==> src/rtl/ppmas_pkg.sv <==
// Shared types and constants for the pressure packet masked area summer.
// Used by every module of the block; depends on nothing.
package ppmas_pkg;

	localparam int POINTS = 28;
	localparam int MASK_W = 28;
	localparam int SUM_W = 21;
	localparam int IDX_W = 5;
	localparam int AREAS = 4;
	localparam int CFG_IDX_W = 3;

	localparam logic [IDX_W-1:0] LAST_IDX = IDX_W'(POINTS - 1);

	localparam logic [7:0] HDR_B0 = 8'h3C;
	localparam logic [7:0] HDR_B1 = 8'hAA;
	localparam logic [7:0] HDR_B2 = 8'h55;
	localparam logic [7:0] AREA_FIRST = 8'h41;
	localparam logic [7:0] AREA_LAST = 8'h44;

	localparam logic [2:0] PH_HUNT = 3'd0;
	localparam logic [2:0] PH_HDR2 = 3'd1;
	localparam logic [2:0] PH_HDR3 = 3'd2;
	localparam logic [2:0] PH_AREA = 3'd3;
	localparam logic [2:0] PH_SEQ = 3'd4;
	localparam logic [2:0] PH_LOW = 3'd5;
	localparam logic [2:0] PH_HIGH = 3'd6;

	localparam logic [CFG_IDX_W-1:0] REG_TOE = 3'd0;
	localparam logic [CFG_IDX_W-1:0] REG_FOREFOOT = 3'd1;
	localparam logic [CFG_IDX_W-1:0] REG_MIDFOOT = 3'd2;
	localparam logic [CFG_IDX_W-1:0] REG_HEEL = 3'd3;

	localparam logic [MASK_W-1:0] TOE_RST = 28'h0FFFDFBE;
	localparam logic [MASK_W-1:0] FOREFOOT_RST = 28'h0FFFFFFF;
	localparam logic [MASK_W-1:0] MIDFOOT_RST = 28'h0FFFFFFF;
	localparam logic [MASK_W-1:0] HEEL_RST = 28'h000FBFFE;

	typedef logic [AREAS-1:0][MASK_W-1:0] mask_arr_t;

	typedef struct packed {
		logic [1:0] area_index;
		logic [SUM_W-1:0] area_total;
	} res_t;

endpackage

==> src/rtl/pressure_packet_masked_area_summer.sv <==
// Top level of the pressure packet masked area summer.
// Depends on ppmas_pkg, ppmas_cfg, ppmas_parse and ppmas_outq.
//
// Input channel: one received sensor byte per item on rx_byte, taken at a
// clock edge with in_valid high and in_stall low. The block scans for the
// header 3C AA 55, reads an area code 41..44, skips a sequence byte and then
// 28 little-endian 16-bit samples. Samples whose bit is set in that area's
// mask register are summed. A packet with an unknown area code is consumed
// but yields nothing.
// Output channel: area_index and area_total, taken at an edge with out_valid
// high and out_stall low. A result shows on out_valid in the cycle after the
// byte carrying the last sample's high byte is accepted.
// Throughput: one byte per cycle while in_stall is low; results pass through a
// two-entry queue; in_stall rises only while both entries hold results the receiver has not
// taken, so a stalled receiver holds the input only after two packets.
// Configuration: cfg_we writes cfg_data into mask register cfg_index
// (0 toe, 1 forefoot, 2 midfoot, 3 heel); other indexes are ignored.
// Reset: arst_n clears the parser to header hunt, empties the queue and
// loads the default masks.
module pressure_packet_masked_area_summer (
	input logic clk,
	input logic arst_n,
	input logic in_valid,
	output logic in_stall,
	input logic [7:0] rx_byte,
	output logic out_valid,
	input logic out_stall,
	output logic [1:0] area_index,
	output logic [ppmas_pkg::SUM_W-1:0] area_total,
	input logic cfg_we,
	input logic [ppmas_pkg::CFG_IDX_W-1:0] cfg_index,
	input logic [ppmas_pkg::MASK_W-1:0] cfg_data
);

	ppmas_pkg::mask_arr_t masks;
	ppmas_pkg::res_t res;
	ppmas_pkg::res_t out_data;
	logic res_valid;
	logic full;
	logic accept;

	assign in_stall = full;
	assign accept = in_valid && !full;

	ppmas_cfg u_cfg (
		.clk(clk),
		.arst_n(arst_n),
		.cfg_we(cfg_we),
		.cfg_index(cfg_index),
		.cfg_data(cfg_data),
		.masks(masks)
	);

	ppmas_parse u_parse (
		.clk(clk),
		.arst_n(arst_n),
		.accept(accept),
		.rx_byte(rx_byte),
		.masks(masks),
		.res_valid(res_valid),
		.res(res)
	);

	ppmas_outq u_outq (
		.clk(clk),
		.arst_n(arst_n),
		.push(res_valid),
		.push_data(res),
		.full(full),
		.out_valid(out_valid),
		.out_stall(out_stall),
		.out_data(out_data)
	);

	assign area_index = out_data.area_index;
	assign area_total = out_data.area_total;

endmodule

==> src/rtl/ppmas_cfg.sv <==
// Valid-point mask registers, one per foot area, with the write port.
// Depends on ppmas_pkg.
module ppmas_cfg (
	input logic clk,
	input logic arst_n,
	input logic cfg_we,
	input logic [ppmas_pkg::CFG_IDX_W-1:0] cfg_index,
	input logic [ppmas_pkg::MASK_W-1:0] cfg_data,
	output ppmas_pkg::mask_arr_t masks
);

	ppmas_pkg::mask_arr_t masks_q;

	always_ff @(posedge clk or negedge arst_n) begin
		if (!arst_n) begin
			masks_q[0] <= ppmas_pkg::TOE_RST;
			masks_q[1] <= ppmas_pkg::FOREFOOT_RST;
			masks_q[2] <= ppmas_pkg::MIDFOOT_RST;
			masks_q[3] <= ppmas_pkg::HEEL_RST;
		end else if (cfg_we) begin
			unique case (cfg_index)
				ppmas_pkg::REG_TOE: masks_q[0] <= cfg_data;
				ppmas_pkg::REG_FOREFOOT: masks_q[1] <= cfg_data;
				ppmas_pkg::REG_MIDFOOT: masks_q[2] <= cfg_data;
				ppmas_pkg::REG_HEEL: masks_q[3] <= cfg_data;
				default: begin
				end
			endcase
		end
	end

	assign masks = masks_q;

endmodule

==> src/rtl/ppmas_parse.sv <==
// Packet parser: header hunt, area decode and masked sample accumulation.
// Depends on ppmas_pkg; produces at most one result per accepted byte.
module ppmas_parse (
	input logic clk,
	input logic arst_n,
	input logic accept,
	input logic [7:0] rx_byte,
	input ppmas_pkg::mask_arr_t masks,
	output logic res_valid,
	output ppmas_pkg::res_t res
);

	logic [2:0] phase_q, phase_d;
	logic [1:0] area_q, area_d;
	logic known_q, known_d;
	logic [7:0] low_q, low_d;
	logic [ppmas_pkg::IDX_W-1:0] idx_q, idx_d;
	logic [ppmas_pkg::SUM_W-1:0] sum_q, sum_d;

	logic [2:0] hunt_ph;
	logic [7:0] area_off;
	logic [15:0] sample;
	logic [ppmas_pkg::MASK_W-1:0] cur_mask;
	logic bit_en;
	logic last;

	assign hunt_ph = (rx_byte == ppmas_pkg::HDR_B0) ? ppmas_pkg::PH_HDR2 : ppmas_pkg::PH_HUNT;
	assign area_off = rx_byte - ppmas_pkg::AREA_FIRST;
	assign sample = {rx_byte, low_q};
	assign cur_mask = masks[area_q];
	assign bit_en = (32'(idx_q) < ppmas_pkg::MASK_W) ? cur_mask[idx_q] : 1'b0;
	assign last = (idx_q == ppmas_pkg::LAST_IDX);

	always_comb begin
		phase_d = phase_q;
		area_d = area_q;
		known_d = known_q;
		low_d = low_q;
		idx_d = idx_q;
		sum_d = sum_q;
		res_valid = 1'b0;
		unique case (phase_q)
			ppmas_pkg::PH_HUNT: phase_d = hunt_ph;
			ppmas_pkg::PH_HDR2: begin
				phase_d = (rx_byte == ppmas_pkg::HDR_B1) ? ppmas_pkg::PH_HDR3 : hunt_ph;
			end
			ppmas_pkg::PH_HDR3: begin
				phase_d = (rx_byte == ppmas_pkg::HDR_B2) ? ppmas_pkg::PH_AREA : hunt_ph;
			end
			ppmas_pkg::PH_AREA: begin
				if (rx_byte >= ppmas_pkg::AREA_FIRST && rx_byte <= ppmas_pkg::AREA_LAST) begin
					area_d = area_off[1:0];
					known_d = 1'b1;
				end else begin
					area_d = 2'd0;
					known_d = 1'b0;
				end
				phase_d = ppmas_pkg::PH_SEQ;
			end
			ppmas_pkg::PH_SEQ: begin
				idx_d = '0;
				sum_d = '0;
				phase_d = ppmas_pkg::PH_LOW;
			end
			ppmas_pkg::PH_LOW: begin
				low_d = rx_byte;
				phase_d = ppmas_pkg::PH_HIGH;
			end
			ppmas_pkg::PH_HIGH: begin
				if (bit_en) begin
					sum_d = sum_q + ppmas_pkg::SUM_W'(sample);
				end
				if (last) begin
					res_valid = accept && known_q;
					idx_d = '0;
					phase_d = ppmas_pkg::PH_HUNT;
				end else begin
					idx_d = idx_q + 1'b1;
					phase_d = ppmas_pkg::PH_LOW;
				end
			end
			default: phase_d = ppmas_pkg::PH_HUNT;
		endcase
	end

	assign res.area_index = area_q;
	assign res.area_total = sum_d;

	always_ff @(posedge clk or negedge arst_n) begin
		if (!arst_n) begin
			phase_q <= ppmas_pkg::PH_HUNT;
			area_q <= 2'd0;
			known_q <= 1'b0;
			low_q <= 8'd0;
			idx_q <= '0;
			sum_q <= '0;
		end else if (accept) begin
			phase_q <= phase_d;
			area_q <= area_d;
			known_q <= known_d;
			low_q <= low_d;
			idx_q <= idx_d;
			sum_q <= sum_d;
		end
	end

endmodule

==> src/rtl/ppmas_outq.sv <==
// Two-entry result queue that decouples the parser from a stalled receiver.
// Depends on ppmas_pkg.
module ppmas_outq (
	input logic clk,
	input logic arst_n,
	input logic push,
	input ppmas_pkg::res_t push_data,
	output logic full,
	output logic out_valid,
	input logic out_stall,
	output ppmas_pkg::res_t out_data
);

	ppmas_pkg::res_t mem_q [2];
	logic wp_q, rp_q;
	logic [1:0] cnt_q;
	logic pop;

	assign out_valid = (cnt_q != 2'd0);
	assign full = (cnt_q == 2'd2);
	assign pop = out_valid && !out_stall;
	assign out_data = mem_q[rp_q];

	always_ff @(posedge clk) begin
		if (push) begin
			mem_q[wp_q] <= push_data;
		end
	end

	always_ff @(posedge clk or negedge arst_n) begin
		if (!arst_n) begin
			wp_q <= 1'b0;
			rp_q <= 1'b0;
			cnt_q <= 2'd0;
		end else begin
			if (push) begin
				wp_q <= ~wp_q;
			end
			if (pop) begin
				rp_q <= ~rp_q;
			end
			unique case ({push, pop})
				2'b10: cnt_q <= cnt_q + 2'd1;
				2'b01: cnt_q <= cnt_q - 2'd1;
				default: cnt_q <= cnt_q;
			endcase
		end
	end

endmodule

==> config.mk <==
export PLATFORM = sky130hd
export DESIGN_NAME = pressure_packet_masked_area_summer
export DESIGN_NICKNAME = d
export VERILOG_FILES = /design/src/rtl/ppmas_pkg.sv /design/src/rtl/pressure_packet_masked_area_summer.sv /design/src/rtl/ppmas_cfg.sv /design/src/rtl/ppmas_parse.sv /design/src/rtl/ppmas_outq.sv
export SDC_FILE = /design/constraint.sdc
export NUM_CORES = 1
export LEC_CHECK = 0
export ABC_AREA = 1
export BUFFER_PORTS_ARGS = -buffer_cell sky130_fd_sc_hd__buf_4
export CELL_PAD_IN_SITES_DETAIL_PLACEMENT = 1
export CELL_PAD_IN_SITES_GLOBAL_PLACEMENT = 2
export CORE_UTILIZATION = 38
export CTS_BUF_LIST = sky130_fd_sc_hd__clkbuf_8
export DETAILED_ROUTE_END_ITERATION = 12
export PLACE_DENSITY = 0.9
export SETUP_SLACK_MARGIN = 0.4
export SYNTH_ARGS = -nofsm -noshare
export SYNTH_HDL_FRONTEND = slang
export SYNTH_SLANG_ARGS = --single-unit
export TNS_END_PERCENT = 1
==> constraint.sdc <==
create_clock -name clk -period 2.98 [get_ports clk]
set_clock_uncertainty 0.05 [all_clocks]
set_input_delay 0.149 -clock clk [delete_from_list [all_inputs] [get_ports clk]]
set_output_delay 0.149 -clock clk [all_outputs]
set_load 0.02 [all_outputs]
=== Word level (Yosys, flattened, before mapping) ===
Memories as Yosys holds them, arrays and structs flattened.
Index checks and enable logic that the tools add are counted.

* Bits in registers: 156
* Bits in writable memories: 46
* Logic and storage cells: 81
* Memories kept: 1

* Add/subtract/negate cells: 5
* Order comparisons: 5
* Equal/unequal tests: 16
* Mux-type cells: 21
* Bitwise gates (word level): 2
* Reductions and logical operators: 18

{| class="wikitable"
|+ Memories
! name !! depth !! width !! read ports !! clocked after Yosys merged registers in !! write ports !! RTL line !! source
|-
| u_outq.mem_q || 2 || 23 || 1 || 0 || 1 || ppmas_outq.sv:14 || <nowiki>ppmas_pkg::res_t mem_q [2];</nowiki>
|}

{| class="wikitable"
|+ Operator list
! kind !! count
|-
| binary-select mux 28 bit (select 2 bit) || 1
|-
| case mux 21 bit (2 select lines) || 1
|-
| 2-to-1 mux 28 bit || 1
|-
| adder 21 x 16 -> 21 bit || 1
|-
| 2-to-1 mux 21 bit || 1
|-
| case mux 3 bit (7 select lines) || 1
|-
| AND reduction 2 bit || 7
|-
| == test 3 x 2 -> 1 bit, second input constant || 4
|-
| case mux 5 bit (2 select lines) || 1
|-
| == test 3 bit, second input constant || 3
|-
| 2-to-1 mux 3 bit || 3
|-
| == test 8 x 6 -> 1 bit, second input constant || 1
|-
| == test 8 x 7 -> 1 bit, second input constant || 1
|-
| == test 8 bit, second input constant || 1
|-
| >= comparator 8 x 7 -> 1 bit, second input constant || 1
|-
| <= comparator 8 x 7 -> 1 bit, second input constant || 1
|-
| 2-to-1 mux 1 bit || 8
|-
| == test 3 x 1 -> 1 bit, second input constant || 2
|-
| logical NOT 3 bit || 2
|-
| < comparator 5 x 6 -> 1 bit, second input constant || 1
|-
| nonzero test 2 bit || 3
|-
| adder 5 x 1 -> 5 bit, second input constant || 1
|-
| binary-select mux 1 bit (select 5 bit) || 1
|-
| == test 5 bit, second input constant || 1
|-
| 12 further kinds || 19
|}

=== Logic depth before layout (Yosys ltp) ===
* Depth in word-level cells: 8
* Depth in mapped cells: 20
* Gate-level depth less buffers: 17

=== By module ===
Synthesis repeated with hierarchy kept, for this count alone.

* Cells, all modules: 1,415
* Area, all modules: 11,056.9 um2

{| class="wikitable"
|+ Modules (own cells, without submodules)
! module !! times used !! cells each !! area an instance (um2) !! seq. area each (um2)
|-
| ppmas_cfg || 1 || 492 || 4,553.1 || 2,926.6
|-
| ppmas_parse || 1 || 771 || 4,529.3 || 1,001.0
|-
| ppmas_outq || 1 || 150 || 1,964.4 || 1,481.4
|-
| pressure_packet_masked_area_summer || 1 || 2 || 10.0 || 0.0
|}

=== Worst setup path after synthesis ===
No wires, ideal clock.

* Path kind: register to register
* Start point: register u_parse.idx_q[2] in the netlist's numbering
* End point: memory u_outq.mem_q[0][0] in the netlist's numbering, enable pin
* Library setup time: 0.403 ns
* Data arrival time: 2.004 ns
* Required time: 2.527 ns
* Path slack: 0.523 ns
* Stages on the path, launching flop included: 7
* Path buffers: 1
* Period minus slack after synthesis: 2.457 ns
* Path through: dfrtp_1 -> clkbuf_1 -> nor2_1 -> nand3_1 -> inv_1 -> nand4_1 -> nor2_1

* Longest elaborated chain between the ends: 5

{| class="wikitable"
|+ Ends and longest elaborated chain
! what !! RTL line !! source
|-
| start, declared || ppmas_parse.sv:17 || <nowiki>logic [ppmas_pkg::IDX_W-1:0] idx_q, idx_d;</nowiki>
|-
| start signal, assigned || ppmas_parse.sv:102 || <nowiki>idx_q <= idx_d;</nowiki>
|-
| == test 5 bit || ppmas_parse.sv:32 || <nowiki>assign last = (idx_q == ppmas_pkg::LAST_IDX);</nowiki>
|-
| 2-to-1 mux 1 bit || ppmas_parse.sv:73 || <nowiki>if (last) begin</nowiki>
|-
| 2-to-1 mux 1 bit || ppmas_parse.sv:42 || <nowiki>unique case (phase_q)</nowiki>
|-
| 2-to-1 mux 1 bit || ppmas_outq.sv:25 || <nowiki>if (push) begin</nowiki>
|-
| 2-to-1 mux 1 bit (implied by the code) || ppmas_outq.sv:26 || <nowiki>mem_q[wp_q] <= push_data;</nowiki>
|-
| end, declared || ppmas_outq.sv:14 ||
|}

No other way between the ends.

==> impl_metrics.yaml <==
global_routing:
  grt_max_degree: 77
  grt_pass1_vias: 9742
  antenna_found_initial: 0
  grt_usage: 0.217
  grt_overflow_total: 0
  grt_pass1_wl_mm: 49.6
placed_design:
  gp_congestion: 0.842
  dp_slack_ns: 0.339
  port_buffers: 68
  hpwl_mm: 20.0
finish:
  nets: 1490
  area_growth_pct: 19.5
  layout-drive-gt1-share: 0.183
  n_fill_cell: 3275
  fin_util: 0.464
  antenna_cells: 0
timing:
  final_max_slew_viol_count: 0
  post-route-min-period_ns: 2.54
  report.final.hold_viol_count: 0
  fmax_ghz: 0.393
  rsz0062_at_grt: "yes"
  post-route-period-util: 0.853
  maxSlewHeadroom: 0.478
  setup_tns_ns: 0
  setup_ws_ns: 0.438
  worstMarginPinSlew_ns: 0.783
  setup_viol: 0
clocking:
  htree_levels: 2
  cts.sinks: 202
  cts_buffers: 37
  clockRootBuffer: "clkbuf_8"
  clk_path_buf_depth: 3
  clk_latency_ns: 0.54
  cts_tree: "built"
  clkTransAtPathRegs_ns: 0.06
route:
  wl_met1_mm: 14.2
  vias: 9129
  dr_wl_met3_um: 954
  routed_via_density: 5.09
  routed_wl_mm: 29.7
  first_pass_iters: 5
  drcViolationCount: 0
  highest_layer: "met4"
  met2_length_mm: 14.1
  drt_iter0_markers: 406
  postRouteAntennaNets: 0
  routedWlPerCell_um: 16.6
critical_path:
  path_class: "register to register"
  crit_buf_inv: 1
  path_max_fanout: 3
  path_delay_family: "adder cells"
  r2r_end: "u_outq.mem_q[0][8]"
  slowest_stage: "dfrtp_1"
  r2r_setup_slack_ns: 0.44
  reg2reg_from: "u_parse.low_q[0]"
  crit_arrival_ns: 2.75
  cp_data_required_time_ns: 3.19
  r2r_cells: 11
  cp_common_cell: "nand2_1"
  cp-end-kind: "register"
  critical_path.cell_chain: "ha_1 -> fa_1 -> nand3_1 -> nand2_1 -> nand2_1 -> o211ai_1 -> buf_4 -> xor2_1 -> or2_1 -> nand2_1 -> o21ai_1"
  max_stage_delay_ns: 0.42
  cp-start-kind: "register"
floorplan:
  io_pins: 69
  initial_core_util: 0.388
  num_rows: 60
  die_w_um: 168
  die_area_um2: 28300
  core_area_um2: 27000
  die_h_um: 168
hold_path:
  hold_end: "u_cfg.masks[18]"
  hold-path-cell-count: 4
  hold_start: "cfg_index[1]"
  hold_class: "input port to register"
logic_synthesis:
  async_flop_share: 0.772
  postSynthCellCount: 1312
  synth_simple_gate_area_frac: 0.267
  synthAdderAreaFrac: 0.0281
  synthTopCellsByArea: "dfstp_2 25%, nand2_1 17%, dfrtp_1 14%, edfxtp_1 13%, o21ai_0 7.1%"
  ys_types: 41
  syn_nets: 1379
  synth_commonest_cells: "474 x nand2_1, 149 x o21ai_0, 119 x nand3_1, 106 x inv_1, 99 x dfstp_2"
  synthMuxAreaShare: 0.00107
  yosysSeqAreaShare: 0.515
  synth_area_leader_cell: "dfstp_2"
  synth-seq-cells: 202
  synth_top_family_by_area: "simple AND/OR/NAND/NOR gates"
  yosysWarnings: 0
  synth_xor_area_frac: 0.0159
  yosysTopAreaCellShare: 0.248
  ys.flop_type: "dfstp_2"
  synth-edff-count: 46
  synth-compound-area-share: 0.102
  yosysMostFrequentCell: "nand2_1"
  synth_area_um2: 10500
  syn_avg_cell_area_um2: 8.00
power:
  power.leakage_nw: 5.95
  powerDensity_nw_per_um2: 824
  peakVddDrop_v: 0.000321
flow_run:
  maxCapViolations: 0
run_status:
  status: "finished clean"
[final cells by class]
class / count / area, um^2 / share of cell area
multi-input combinational: 934 / 4400 / 0.350
tap: 341 / 427 / 0.0340
clock inverter: 30 / 184 / 0.0147
clock buffer: 38 / 523 / 0.0417
sequential: 202 / 5410 / 0.431
timing repair buffer: 137 / 1180 / 0.0943
inverter: 111 / 424 / 0.0338
[cells in the final DEF (no fill, tap or decap), types with 18 or more instances in the layout]
| cell | Yosys | final |
|---|---|---|
| nor2_1 | 66 | 64 |
| nand3_1 | 119 | 115 |
| a21oi_1 | 19 | 18 |
| edfxtp_1 | 46 | 46 |
| dfrtp_1 | 57 | 56 |
| buf_4 | 10 | 92 |
| ha_1 | 22 | 22 |
| dfstp_2 | 99 | 99 |
| o21ai_0 | 149 | 148 |
| inv_1 | 106 | 126 |
| dlygate4sd3_1 | 0 | 38 |
| clkbuf_8 | 0 | 38 |
| nand2_1 | 474 | 472 |
[power by group]
group          leakage [nW]  total [mW]  internal [mW]  switching, mW
sequential             2.21        3.85           3.48          0.370
clock                 0.429        2.56           1.37           1.19
combinational          3.32        3.93           1.39           2.54
[cell families after synthesis]
family | after synthesis
mux | 1
simple gates | 688
fa+ha+maj | 23
compound gates | 203
flops | 202
xor+xnor | 19
buf+inv | 176
[per-layer routing]
layer	vias to the layer above	GRT usage
met5	-	0
met4	0	0.0577
met3	51	0.0353
met2	137	0.367
met1	4465	0.288
li1	4476	-
[flip-flops by register name, indices dropped and copies added, names as in the netlist, 2 cells and up]
signal	cells
u_cfg.masks	112
u_parse.sum_q	21
u_parse.phase_q	3
u_parse.low_q	8
u_parse.idx_q	5
u_parse.area_q	2
u_outq.mem_q	46
u_outq.cnt_q	2
[tightest hold or removal path: stages]
cell and delay (ns):
buf_4 0.10, inv_1 0.07, nand3_2 0.23, o21ai_0 0.12
[worst max-delay path by stage]
stage	startpoint	end	slack, ns	depth (start not counted)
after global placement	u_parse.area_q[0]	u_outq.mem_q[0][14]	0.48	14
after CTS	u_parse.area_q[0]	u_outq.mem_q[0][13]	0.42	14
after detailed placement	u_parse.area_q[0]	u_outq.mem_q[0][13]	0.34	14
final	u_parse.low_q[0]	u_outq.mem_q[0][8]	0.44	11
after global routing	u_parse.low_q[0]	u_outq.mem_q[0][20]	0.25	14
after floorplan	u_parse.idx_q[2]	u_outq.mem_q[0][0]	0.52	6
[what timing repair did]
action,4_1_cts,5_1_grt
buffers inserted,0,3
pin swaps,0,2
setup endpoints to repair,23,62
hold endpoints to repair,159,0
gates resized for setup,3,12
hold buffers,38,0
[through the flow]
stage	hold WS, ns	power [mW]	area, um^2	std cells
floorplan	-0.197	6.47	10500	1312
detailed placement	0.216	7.71	11400	1684
finish	0.100	10.3	12500	1793
CTS	0.0771	10.4	12500	1790
global route	0.117	11.1	12500	1793
global placement	0.222	7.57	11400	1684
Power figures use the tool's default switching activity.
